### src/hdl/bdo_pkg.sv
// Shared types and constants for the blinking disc overlay.
package bdo_pkg;

    // Width that holds any frame dimension up to 8192 plus one.
    localparam int DIM_W      = 14;
    localparam int CFG_DATA_W = 13;
    localparam int CFG_IDX_W  = 3;

    typedef enum logic [CFG_IDX_W-1:0] {
        REG_FRAME_WIDTH  = 3'd0,
        REG_FRAME_HEIGHT = 3'd1,
        REG_FRAME_RATE   = 3'd2,
        REG_LUMA_COLOR   = 3'd3,
        REG_CB_COLOR     = 3'd4,
        REG_CR_COLOR     = 3'd5
    } reg_index_t;

    typedef enum logic [1:0] {
        PLANE_Y  = 2'd0,
        PLANE_CB = 2'd1,
        PLANE_CR = 2'd2
    } plane_t;

    typedef struct packed {
        logic [12:0] frame_width;
        logic [12:0] frame_height;
        logic [7:0]  frame_rate;
        logic [7:0]  luma_color;
        logic [7:0]  cb_color;
        logic [7:0]  cr_color;
    } cfg_t;

    typedef struct packed {
        plane_t plane;
        logic   show;
        logic   last;
    } item_ctl_t;

    localparam logic [12:0] RST_FRAME_WIDTH  = 13'd640;
    localparam logic [12:0] RST_FRAME_HEIGHT = 13'd480;
    localparam logic [7:0]  RST_FRAME_RATE   = 8'd30;
    localparam logic [7:0]  RST_LUMA_COLOR   = 8'd81;
    localparam logic [7:0]  RST_CB_COLOR     = 8'd90;
    localparam logic [7:0]  RST_CR_COLOR     = 8'd240;

endpackage

### src/hdl/bdo_regs.sv
// Configuration register file written through the plain write port.
module bdo_regs
(
    input  logic                               clk,
    input  logic                               rst_n,
    input  logic                               cfg_we,
    input  logic [bdo_pkg::CFG_IDX_W-1:0]      cfg_index,
    input  logic [bdo_pkg::CFG_DATA_W-1:0]     cfg_data,
    output bdo_pkg::cfg_t                      cfg
);
    import bdo_pkg::*;

    cfg_t cfg_reg;
    cfg_t cfg_next;

    always_comb
    begin
        cfg_next = cfg_reg;
        if (cfg_we)
        begin
            unique case (cfg_index)
                REG_FRAME_WIDTH:  cfg_next.frame_width  = cfg_data;
                REG_FRAME_HEIGHT: cfg_next.frame_height = cfg_data;
                REG_FRAME_RATE:   cfg_next.frame_rate   = cfg_data[7:0];
                REG_LUMA_COLOR:   cfg_next.luma_color   = cfg_data[7:0];
                REG_CB_COLOR:     cfg_next.cb_color     = cfg_data[7:0];
                REG_CR_COLOR:     cfg_next.cr_color     = cfg_data[7:0];
                default:          cfg_next = cfg_reg;
            endcase
        end
    end

    always_ff @(posedge clk or negedge rst_n)
    begin
        if (!rst_n)
        begin
            cfg_reg.frame_width  <= RST_FRAME_WIDTH;
            cfg_reg.frame_height <= RST_FRAME_HEIGHT;
            cfg_reg.frame_rate   <= RST_FRAME_RATE;
            cfg_reg.luma_color   <= RST_LUMA_COLOR;
            cfg_reg.cb_color     <= RST_CB_COLOR;
            cfg_reg.cr_color     <= RST_CR_COLOR;
        end
        else
        begin
            cfg_reg <= cfg_next;
        end
    end

    assign cfg = cfg_reg;

endmodule

### src/hdl/bdo_track.sv
// Plane, row and column tracking plus the per-frame blink phase.
module bdo_track #(
    parameter int MAX_WIDTH  = 4096,
    parameter int MAX_HEIGHT = 4096
)
(
    input  logic                                  clk,
    input  logic                                  rst_n,
    input  logic                                  accept,
    input  logic [7:0]                            frame_rate,
    input  logic [bdo_pkg::DIM_W-1:0]             luma_w,
    input  logic [bdo_pkg::DIM_W-1:0]             luma_h,
    output logic [$clog2(MAX_HEIGHT)-1:0]         row,
    output logic [$clog2(MAX_WIDTH)-1:0]          col,
    output bdo_pkg::item_ctl_t                    ctl
);
    import bdo_pkg::*;

    localparam int ROW_W = $clog2(MAX_HEIGHT);
    localparam int COL_W = $clog2(MAX_WIDTH);

    plane_t           plane_reg, plane_next;
    logic [ROW_W-1:0] row_reg, row_next;
    logic [COL_W-1:0] col_reg, col_next;
    logic [7:0]       phase_reg, phase_next;

    logic             frame_start;
    logic [8:0]       phase_inc;
    logic [7:0]       phase_upd;
    logic [DIM_W-1:0] pw;
    logic [DIM_W-1:0] ph;
    logic [DIM_W-1:0] col_inc;
    logic [DIM_W-1:0] row_inc;
    logic             col_wrap;
    logic             row_wrap;
    plane_t           plane_adv;

    always_comb
    begin
        frame_start = (plane_reg == PLANE_Y) && (row_reg == '0) && (col_reg == '0);
        phase_inc   = {1'b0, phase_reg} + 9'd1;
        phase_upd   = phase_reg;
        if (frame_start)
        begin
            if ((frame_rate == 8'd0) || (phase_inc >= {1'b0, frame_rate}))
                phase_upd = 8'd0;
            else
                phase_upd = phase_inc[7:0];
        end

        // Chroma planes are half size in both directions; a zero size counts as one.
        pw = (plane_reg == PLANE_Y) ? luma_w : (luma_w >> 1);
        ph = (plane_reg == PLANE_Y) ? luma_h : (luma_h >> 1);
        if (pw == '0)
            pw = DIM_W'(1);
        if (ph == '0)
            ph = DIM_W'(1);

        col_inc  = DIM_W'(col_reg) + DIM_W'(1);
        row_inc  = DIM_W'(row_reg) + DIM_W'(1);
        col_wrap = col_inc >= pw;
        row_wrap = row_inc >= ph;

        unique case (plane_reg)
            PLANE_Y:  plane_adv = PLANE_CB;
            PLANE_CB: plane_adv = PLANE_CR;
            PLANE_CR: plane_adv = PLANE_Y;
            default:  plane_adv = PLANE_Y;
        endcase

        plane_next = plane_reg;
        row_next   = row_reg;
        col_next   = col_reg;
        phase_next = phase_reg;
        if (accept)
        begin
            phase_next = phase_upd;
            if (col_wrap)
            begin
                col_next = '0;
                if (row_wrap)
                begin
                    row_next   = '0;
                    plane_next = plane_adv;
                end
                else
                begin
                    row_next = row_inc[ROW_W-1:0];
                end
            end
            else
            begin
                col_next = col_inc[COL_W-1:0];
            end
        end

        ctl.plane = plane_reg;
        ctl.show  = phase_upd < (frame_rate >> 1);
        ctl.last  = (plane_reg == PLANE_CR) && col_wrap && row_wrap;
    end

    always_ff @(posedge clk or negedge rst_n)
    begin
        if (!rst_n)
        begin
            plane_reg <= PLANE_Y;
            row_reg   <= '0;
            col_reg   <= '0;
            phase_reg <= 8'd0;
        end
        else
        begin
            plane_reg <= plane_next;
            row_reg   <= row_next;
            col_reg   <= col_next;
            phase_reg <= phase_next;
        end
    end

    assign row = row_reg;
    assign col = col_reg;

endmodule

### src/hdl/bdo_disc.sv
// Disc membership test for one luma sample or one chroma sample's four luma sites.
module bdo_disc #(
    parameter int MAX_WIDTH  = 4096,
    parameter int MAX_HEIGHT = 4096
)
(
    input  logic [bdo_pkg::DIM_W-1:0]         luma_w,
    input  bdo_pkg::plane_t                   plane,
    input  logic [$clog2(MAX_HEIGHT)-1:0]     row,
    input  logic [$clog2(MAX_WIDTH)-1:0]      col,
    output logic                              in_disc
);
    import bdo_pkg::*;

    // The diameter never exceeds MAX_WIDTH / 32.
    localparam int D_W  = $clog2(MAX_WIDTH) - 4;
    localparam int SQ_W = 2 * (D_W + 1);

    logic [D_W-1:0]          diam;
    logic [D_W-1:0]          rad;
    logic [DIM_W-1:0]        d_lo;
    logic [DIM_W-1:0]        d_hi;
    logic [2*D_W-1:0]        rad_sq;
    logic [DIM_W-1:0]        coord [4];
    logic [DIM_W-1:0]        rel   [4];
    logic signed [D_W:0]     diff  [4];
    logic [SQ_W-1:0]         sq    [4];
    logic [3:0]              in_rng;
    logic [3:0]              hit;

    always_comb
    begin
        diam   = D_W'(luma_w >> 5);
        rad    = diam >> 1;
        d_lo   = DIM_W'(diam);
        d_hi   = d_lo << 1;
        rad_sq = (2*D_W)'(rad) * (2*D_W)'(rad);

        // Entries 0 and 1 are luma rows, 2 and 3 luma columns.
        if (plane == PLANE_Y)
        begin
            coord[0] = DIM_W'(row);
            coord[2] = DIM_W'(col);
        end
        else
        begin
            coord[0] = DIM_W'(row) << 1;
            coord[2] = DIM_W'(col) << 1;
        end
        coord[1] = coord[0] + DIM_W'(1);
        coord[3] = coord[2] + DIM_W'(1);

        for (int k = 0; k < 4; k++)
        begin
            in_rng[k] = (coord[k] >= d_lo) && (coord[k] < d_hi);
            rel[k]    = coord[k] - d_lo;
            diff[k]   = $signed({1'b0, rel[k][D_W-1:0]}) - $signed({1'b0, rad});
            sq[k]     = $unsigned(SQ_W'(diff[k]) * SQ_W'(diff[k]));
        end

        for (int i = 0; i < 2; i++)
        begin
            for (int j = 0; j < 2; j++)
            begin
                hit[2*i+j] = in_rng[i] && in_rng[2+j] &&
                             (((SQ_W+1)'(sq[i]) + (SQ_W+1)'(sq[2+j])) <
                              (SQ_W+1)'(rad_sq));
            end
        end

        in_disc = (plane == PLANE_Y) ? hit[0] : (|hit);
    end

endmodule

### src/hdl/blinking_disc_overlay_i420.sv
// Top level of the blinking disc overlay for I420 sample streams.
//
//  Channel   Direction  Handshake          Payload
//  cfg       in         cfg_we             cfg_index, cfg_data
//  in        in         in_valid/in_stall  sample_in
//  out       out        out_valid/out_stall sample_out, frame_last
//
// One sample is taken every cycle while in_stall is low; each sample is
// held in the input register and its result then in the result register.
// Reset clears position, blink phase and the registers to their defaults.
// While the result register is stalled, one more sample is still taken into
// the input register; in_stall rises only when both registers are full.
module blinking_disc_overlay_i420 #(
    parameter int MAX_WIDTH  = 4096,
    parameter int MAX_HEIGHT = 4096
)
(
    input  logic                              clk,
    input  logic                              rst_n,
    input  logic                              cfg_we,
    input  logic [bdo_pkg::CFG_IDX_W-1:0]     cfg_index,
    input  logic [bdo_pkg::CFG_DATA_W-1:0]    cfg_data,
    input  logic                              in_valid,
    output logic                              in_stall,
    input  logic [7:0]                        sample_in,
    output logic                              out_valid,
    input  logic                              out_stall,
    output logic [7:0]                        sample_out,
    output logic                              frame_last
);
    import bdo_pkg::*;

    localparam int ROW_W = $clog2(MAX_HEIGHT);
    localparam int COL_W = $clog2(MAX_WIDTH);

    cfg_t             cfg;
    logic [DIM_W-1:0] luma_w;
    logic [DIM_W-1:0] luma_h;
    logic             accept;
    logic             advance;

    logic [ROW_W-1:0] trk_row;
    logic [COL_W-1:0] trk_col;
    item_ctl_t        trk_ctl;
    logic [7:0]       color_sel;

    logic             s1_valid_reg, s1_valid_next;
    logic [7:0]       s1_sample_reg;
    logic [7:0]       s1_color_reg;
    item_ctl_t        s1_ctl_reg;
    logic [ROW_W-1:0] s1_row_reg;
    logic [COL_W-1:0] s1_col_reg;
    logic             disc_inside;

    logic             out_valid_reg, out_valid_next;
    logic [7:0]       out_sample_reg;
    logic             out_last_reg;

    bdo_regs u_regs (
        .clk       (clk),
        .rst_n     (rst_n),
        .cfg_we    (cfg_we),
        .cfg_index (cfg_index),
        .cfg_data  (cfg_data),
        .cfg       (cfg)
    );

    always_comb
    begin
        luma_w = ({1'b0, cfg.frame_width} > DIM_W'(MAX_WIDTH)) ?
                 DIM_W'(MAX_WIDTH) : {1'b0, cfg.frame_width};
        luma_h = ({1'b0, cfg.frame_height} > DIM_W'(MAX_HEIGHT)) ?
                 DIM_W'(MAX_HEIGHT) : {1'b0, cfg.frame_height};
    end

    assign advance  = !out_valid_reg || !out_stall;
    assign in_stall = s1_valid_reg && !advance;
    assign accept   = in_valid && !in_stall;

    bdo_track #(
        .MAX_WIDTH  (MAX_WIDTH),
        .MAX_HEIGHT (MAX_HEIGHT)
    ) u_track (
        .clk        (clk),
        .rst_n      (rst_n),
        .accept     (accept),
        .frame_rate (cfg.frame_rate),
        .luma_w     (luma_w),
        .luma_h     (luma_h),
        .row        (trk_row),
        .col        (trk_col),
        .ctl        (trk_ctl)
    );

    always_comb
    begin
        unique case (trk_ctl.plane)
            PLANE_Y:  color_sel = cfg.luma_color;
            PLANE_CB: color_sel = cfg.cb_color;
            PLANE_CR: color_sel = cfg.cr_color;
            default:  color_sel = cfg.cr_color;
        endcase
    end

    bdo_disc #(
        .MAX_WIDTH  (MAX_WIDTH),
        .MAX_HEIGHT (MAX_HEIGHT)
    ) u_disc (
        .luma_w  (luma_w),
        .plane   (s1_ctl_reg.plane),
        .row     (s1_row_reg),
        .col     (s1_col_reg),
        .in_disc (disc_inside)
    );

    assign s1_valid_next  = accept || (s1_valid_reg && !advance);
    assign out_valid_next = advance ? s1_valid_reg : out_valid_reg;

    always_ff @(posedge clk or negedge rst_n)
    begin
        if (!rst_n)
        begin
            s1_valid_reg  <= 1'b0;
            out_valid_reg <= 1'b0;
        end
        else
        begin
            s1_valid_reg  <= s1_valid_next;
            out_valid_reg <= out_valid_next;
        end
    end

    always_ff @(posedge clk)
    begin
        if (accept)
        begin
            s1_sample_reg <= sample_in;
            s1_color_reg  <= color_sel;
            s1_ctl_reg    <= trk_ctl;
            s1_row_reg    <= trk_row;
            s1_col_reg    <= trk_col;
        end
        if (advance && s1_valid_reg)
        begin
            out_sample_reg <= (s1_ctl_reg.show && disc_inside) ? s1_color_reg
                                                               : s1_sample_reg;
            out_last_reg   <= s1_ctl_reg.last;
        end
    end

    assign out_valid  = out_valid_reg;
    assign sample_out = out_sample_reg;
    assign frame_last = out_last_reg;

endmodule

### config.mk
export PLATFORM = sky130hd
export DESIGN_NAME = blinking_disc_overlay_i420
export DESIGN_NICKNAME = d
export VERILOG_FILES = /design/src/hdl/bdo_pkg.sv /design/src/hdl/bdo_regs.sv /design/src/hdl/bdo_track.sv /design/src/hdl/bdo_disc.sv /design/src/hdl/blinking_disc_overlay_i420.sv
export SDC_FILE = /design/constraint.sdc
export NUM_CORES = 1
export LEC_CHECK = 0
export ABC_AREA = 0
export CORE_ASPECT_RATIO = 0.75
export CORE_MARGIN = 10
export CORE_UTILIZATION = 45
export CTS_CLUSTER_DIAMETER = 60
export CTS_CLUSTER_SIZE = 12
export DETAILED_ROUTE_END_ITERATION = 10
export DONT_BUFFER_PORTS = 1
export GPL_TIMING_DRIVEN = 1
export PLACE_DENSITY = 0.6
export SYNTH_ARGS = -nofsm -noshare
export SYNTH_HDL_FRONTEND = slang
export SYNTH_SLANG_ARGS = --single-unit
### constraint.sdc
create_clock -name clk -period 27.1 [get_ports clk]
set_input_delay 4.065 -clock clk [delete_from_list [all_inputs] [get_ports clk]]
set_output_delay 4.065 -clock clk [all_outputs]
set_load 0.02 [all_outputs]
# --- Word-level counts from Yosys, hierarchy flattened ---
# Index checks and enable logic that the tools add are counted.
# Widths: inputs -> output; s select.
op_classes:
  n_addsub: 17
  n_mul: 5
  order_cmp: 18
  eq_ne: 7
  mux: 16
  reduce_logical: 44
ops:
  columns: ["cell", "n"]
  rows:
  - ["$mux 13", 6]
  - ["$add 18x18->19", 4]
  - ["$lt 19x16->1", 4]
  - ["$mul 9x9->18", 4]
  - ["$sub 8x7->9", 4]
  - ["$sub 8x8->8", 4]
  - ["$add 13x1->14 const B", 2]
  - ["$ge 14x14->1", 2]
  - ["$ge 14x8->1", 2]
  - ["$logic_not 14->1", 2]
  - ["$lt 14x9->1", 2]
  - ["$mux 14", 2]
  - ["$add 12x1->13 const B", 2]
  - ["$ge 13x8->1", 2]
  - ["$gt 13x13->1 const B", 2]
  - ["$lt 13x9->1", 2]
  - ["$logic_not 12->1", 2]
  - ["$mux 12", 2]
  - ["$mux 8", 3]
  - ["$logic_and 1x1->1", 20]
  - ["$pmux 8 s2", 1]
  - ["$mul 7x7->14", 1]
  - ["$reduce_and 2->1", 7]
  - ["$add 8x1->9 const B", 1]
  - ["16 further kinds", 24]
totals:
  regBits: 147
  in_bits: 29
  out_inout_bits: 11
  wordCells: 128

# --- Longest topological paths before layout ---
logic_depth:
  ltp_word: 13
  ltp_mapped: 52

# --- Hierarchy ---
# From an unflattened synthesis, not the netlist that was laid out.
hier_totals:
  hier_cells: 2985
  hier_area_um2: 26892.0
by_module_without_submodules:
  columns: ["module", "n_inst", "cells_per_inst", "area_per_inst_um2"]
  rows:
  - ["bdo_disc", 1, 2328, 19017.0]
  - ["bdo_track", 1, 406, 3494.6]
  - ["bdo_regs", 1, 126, 2268.4]
  - ["blinking_disc_overlay_i420", 1, 125, 2112.0]

# --- Worst setup path after synthesis ---
# No wires, ideal clock.
synth_timing:
  path_kind: "register -> register"
  startpoint: "reg s1_ctl_reg[3] (netlist name)"
  endpoint: "reg out_sample_reg[0] (netlist: sample_out[0]), data pin"
  setup_time_ns: 0.260
  arrival_ns: 10.710
  required_time_ns: 26.840
  slack_ns: 16.129
  stages_incl_launch_ff: 48
  synth_period_minus_slack_ns: 10.971
  cell_sequence: "edfxtp_1 > or2_2 > buf_6 > mux2i_1 > inv_1 > ha_1 > buf_2 > xnor2_1 > ha_1 > a221o_1 > a21o_1 > a21o_1 > xor2_1 > ha_1 > a21boi_0 > o21a_1 > nor2_1 > xnor2_2 > [... 12 more ...] > a21o_1 > a221oi_2 > a21oi_1 > xor2_1 > ha_1 > o21ai_0 > a31oi_1 > nor2_1 > xnor2_1 > ha_1 > a32oi_1 > nand3_1 > or4_1 > a31oi_1 > and4_1 > a311o_1 > buf_6 > mux2_4"
synth_via:
  elab_chain_len: 13
  word_cells_on_any_way: 49
synth_lines:
  columns: ["element", "line_no", "source"]
  rows:
  - ["start: declaration", "blinking_disc_overlay_i420.sv:50", "item_ctl_t s1_ctl_reg;"]
  - ["start signal: assignment", "blinking_disc_overlay_i420.sv:139", "s1_ctl_reg <= trk_ctl;"]
  - ["$logic_not 2->1 (*)", "bdo_disc.sv:40, bdo_disc.sv:71", null]
  - ["$mux 13", "bdo_disc.sv:40", "if (plane == PLANE_Y)"]
  - ["$add 13x1->14, on equally long branches", "bdo_disc.sv:51, bdo_disc.sv:50", null]
  - ["$sub 8x8->8", "bdo_disc.sv:56", "rel[k] = coord[k] - d_lo;"]
  - ["$sub 8x7->9", "bdo_disc.sv:57", "diff[k] = $signed({1'b0, rel[k][D_W-1:0]}) - $signed({1'b0, rad});"]
  - ["$mul 9x9->18", "bdo_disc.sv:58", "sq[k] = $unsigned(SQ_W'(diff[k]) * SQ_W'(diff[k]));"]
  - ["$add 18x18->19", "bdo_disc.sv:66", "(((SQ_W+1)'(sq[i]) + (SQ_W+1)'(sq[2+j])) <"]
  - ["$lt 19x16->1", "bdo_disc.sv:66", null]
  - ["$logic_and 1x1->1", "bdo_disc.sv:65", "hit[2*i+j] = in_rng[i] && in_rng[2+j] &&"]
  - ["$reduce_or 4->1", "bdo_disc.sv:71", "in_disc = (plane == PLANE_Y) ? hit[0] : (|hit);"]
  - ["$mux 1 (*)", "bdo_disc.sv:71", null]
  - ["$logic_and 1x1->1 (*)", "blinking_disc_overlay_i420.sv:145", "out_sample_reg <= (s1_ctl_reg.show && disc_inside) ? s1_color_reg"]
  - ["$mux 8 (*)", "blinking_disc_overlay_i420.sv:145", null]
  - ["end signal: assignment", "blinking_disc_overlay_i420.sv:145", null]
  - ["end: declaration", "blinking_disc_overlay_i420.sv:56", "logic [7:0] out_sample_reg;"]
# Every way passes the cells marked *; elsewhere a longest branch is shown, timed or not.
# A chain may end at the register's enable or synchronous reset.

# --- Worst setup path after layout ---
layout_timing:
  startpoint: "reg u_regs.cfg_reg (netlist bit u_regs.cfg[57])"
  endpoint: "reg out_sample_reg[2] (netlist: sample_out[2]), data pin"
layout_via:
  elab_chain_len: 12
  word_cells_on_any_way: 47
layout_lines:
  columns: ["element", "line_no", "source"]
  rows:
  - ["start: declaration", "bdo_regs.sv:13", "cfg_t cfg_reg;"]
  - ["start signal: assignment", "bdo_regs.sv:46", "cfg_reg <= cfg_next;"]
  - ["$gt 13x13->1", "blinking_disc_overlay_i420.sv:70", "luma_w = ({1'b0, cfg.frame_width} > DIM_W'(MAX_WIDTH)) ?"]
  - ["$mux 13 (*)", "blinking_disc_overlay_i420.sv:70", null]
  - ["$sub 8x8->8", "bdo_disc.sv:56", null]
  - ["$sub 8x7->9", "bdo_disc.sv:57", null]
  - ["$mul 9x9->18", "bdo_disc.sv:58", null]
  - ["$add 18x18->19", "bdo_disc.sv:66", null]
  - ["$lt 19x16->1", "bdo_disc.sv:66", null]
  - ["$logic_and 1x1->1", "bdo_disc.sv:65", null]
  - ["$reduce_or 4->1", "bdo_disc.sv:71", null]
  - ["$mux 1 (*)", "bdo_disc.sv:71", null]
  - ["$logic_and 1x1->1 (*)", "blinking_disc_overlay_i420.sv:145", null]
  - ["$mux 8 (*)", "blinking_disc_overlay_i420.sv:145", null]
# Marked as above.

==> metrics.csv <==
metric;value;unit
run status;complete, no violations;
worst skew pair latency;0.42;ns
Layout Nets;3658;
Via Count;20900;
Die Span Y;232;um
Post-DP HPWL;58100;um
clock skew;0.00868;ns
clock buffer depth;2;
met2 routed WL;29600;um
ant diodes;0;
Hold Path End;frame_last;
Distinct cells, synth;97;
CTS tree;done;
worst-margin pin slew;1.19;ns
register area share after synthesis;0.148;
Critical R2R Capture;sample_out[2];
WL final;69000;um
Post-Syn Instances;2949;
non-filler instance count after layout;3743;
Layout area overhead;5.84;%
Mapped Area;26900;um^2
1st-iter DRT viols;1389;
Root Buffer;clkbuf_16;
#FFs+latches synth;147;
DR WL/cell;18.4;um
Die W;302;um
fmax;78.0;MHz
gpl congestion;0.919;
crit start category;flop;
Worst path max stage delay;0.72;ns
Crit path required time;27.28;ns
crit path max fanout;15;
initial antenna violation count;0;
first-pass GRT wire length;113000;um
asr flop ratio synth;0.639;
reg2reg start;u_regs.cfg[57];
Min-Delay Startpoint;s1_ctl_reg[0];
CP endpoint kind;flop;
share of layout cells above drive strength 1;0.0691;
Congestion Overflow GR;0;
dpl ws;14.34;ns
slowest CP cell;a21boi_0;
number of synthesized flops with an enable pin;53;
Core Region;59100;um^2
period utilization;0.473;
Hold Path Stages;0;
worst-case reg-to-reg path depth;38;
Rel. slew slack;0.207;
H-tree depth;4;
Ports;40;
top routing layer in use;met4;
Hold-fix buffers, CTS;0;
fill cell total of the finished layout;5627;
max-cap viol count;0;
CTS sink cnt;147;
number of global-route vias before repair;20900;
Cells after DPL;3711;
Post-CTS Setup Repair Bufs;0;
port buffer count;0;
die area;70100;um^2
M1 wire length;34300;um
Post-DRT Antenna Nets;0;
top_reg_cell synth;dfrtp_1;
Initial Util;0.456;
gr usage total;0.199;
fin. max-slew vios;0;
CTS resizes;0;
Residual DRC;0;
fin crit period;12.82;ns
largest net degree at the start of global routing;95;
CTS Buf Count;17;
final setup TNS;0;ns
Worst-path clk slew;0.06;ns
Setup CP Type;reg2reg;
metal3 WL;4240;um
final hold violations;0;
Hold Slack;0.442;ns
DR pass1 iterations;5;
Avg Inst Size Synth;9.13;um^2
Final setup viols;0;
number of flip-flops in the largest register;58;
setup ws final;14.28;ns
Core Rows;77;
via/cell ratio;5.57;
synth warn;0;
RSZ-0062 raised after global routing;false;
endpoint arrival time on the critical path;12.99;ns
Min-Delay Path Class;reg2reg;
flop-to-flop setup slack;14.28;ns
-- cells by family after synthesis --
| family | count (synthesis) | synth area share |
|---|---|---|
| AO/OA/AOI/OAI | 587 | 0.150 |
| XOR/XNOR | 226 | 0.0769 |
| adder cells (fa/ha/maj) | 689 | 0.390 |
| buffers and inverters | 479 | 0.0676 |
| flip-flops | 147 | 0.148 |
| multiplexers | 88 | 0.0371 |
| other | 1 | 0.000139 |
| AND/OR/NAND/NOR | 732 | 0.130 |
-- cell type report --
class	instances	area, um^2	share of cell area
Clock buffer	21	505	0.0177
Sequential cell	147	3970	0.139
Multi-Input combinational cell	2329	21200	0.743
Timing Repair Buffer	22	165	0.00580
Inverter	423	1590	0.0557
Tap cell	790	988	0.0347
Clock inverter	11	109	0.00382
-- Yosys cell counts, types with 17 or more instances --
master	count	share of area
mux2_2	60	0.025
mux2i_1	18	0.0067
and2_1	22	0.0051
a211oi_1	23	0.0064
o21ai_0	119	0.022
nor2_1	191	0.027
dfrtp_1	73	0.068
and3_1	25	0.0058
a21oi_1	129	0.024
nand2_1	230	0.032
xor2_1	67	0.022
nand2b_1	50	0.012
clkbuf_1	45	0.0063
xnor2_1	151	0.049
or2_2	23	0.0053
a21o_1	116	0.032
nor2b_1	32	0.0074
edfxtp_1	53	0.059
nor3_1	31	0.0058
dfstp_2	21	0.021
fa_1	251	0.19
nand3_1	47	0.0087
o21a_1	29	0.0081
ha_1	438	0.20
nor4_1	20	0.0046
inv_1	415	0.058
a31oi_1	17	0.0040
-- how the worst max path moves through the flow --
stage	slack, ns	startpoint	depth (start not counted)	to
2_1_floorplan	16.13	s1_ctl_reg[3]	47	sample_out[0]
3_3_place_gp	14.50	s1_ctl_reg[3]	42	sample_out[0]
3_5_place_dp	14.34	u_regs.cfg[57]	38	sample_out[2]
4_1_cts	14.31	s1_ctl_reg[3]	42	sample_out[2]
5_1_grt	13.26	s1_ctl_reg[3]	44	sample_out[5]
6_report	14.28	u_regs.cfg[57]	38	sample_out[2]
-- through the flow --
stage | util | cell area [um^2]
2_1_floorplan | - | 26900
6_report | 0.482 | 28500
4_1_cts | 0.482 | 28500
5_1_grt | 0.482 | 28500
3_3_place_gp | 0.472 | 27900
3_5_place_dp | 0.472 | 27900
-- critical path, delay by kind of cell (launching register included) --
family | cells | cell delay, ns
adders and majority gates | 10 | 4.64
buffers and inverters | 7 | 1.22
AOI/OAI and AO/OA | 11 | 3.43
xor gates and xnor gates | 1 | 0.15
muxes | 1 | 0.35
DFF | 1 | 0.68
and+or+nand+nor | 8 | 2.04
-- layer usage --
metal / vias to the layer above / track usage
li1: 10100 / -
met1: 10300 / 0.298
met2: 472 / 0.301
met3: 64 / 0.0309
met4: 0 / 0.0331
met5: - / 0
-- cells in the final DEF, fill, tap and decap left out, types with 11 or more instances in the layout --
cell	Yosys	layout
xnor2_1	151	151
mux2_2	60	60
nand2_1	230	230
edfxtp_1	53	53
inv_1	415	414
nor3_1	31	29
nor4_1	20	20
and2_1	22	22
dfstp_2	21	21
nor2b_1	32	32
nor2_1	191	190
nand2b_1	50	50
a31oi_1	17	17
o21bai_1	12	12
buf_4	0	22
a21o_1	116	116
a21oi_1	129	129
fa_1	251	251
and3_1	25	25
nand3_1	47	47
o211ai_1	11	11
ha_1	438	438
o21ai_0	119	119
mux2i_1	18	18
nand4_1	14	14
or2_2	23	23
clkbuf_16	0	20
a22o_1	12	12
or3_1	16	16
a211oi_1	23	23
o21a_1	29	29
dfrtp_1	73	73
xor2_1	67	67
Power is left out: the tool's default activity adds up to more than one toggle a clock period on the data nets, which glitch-free logic cannot reach.
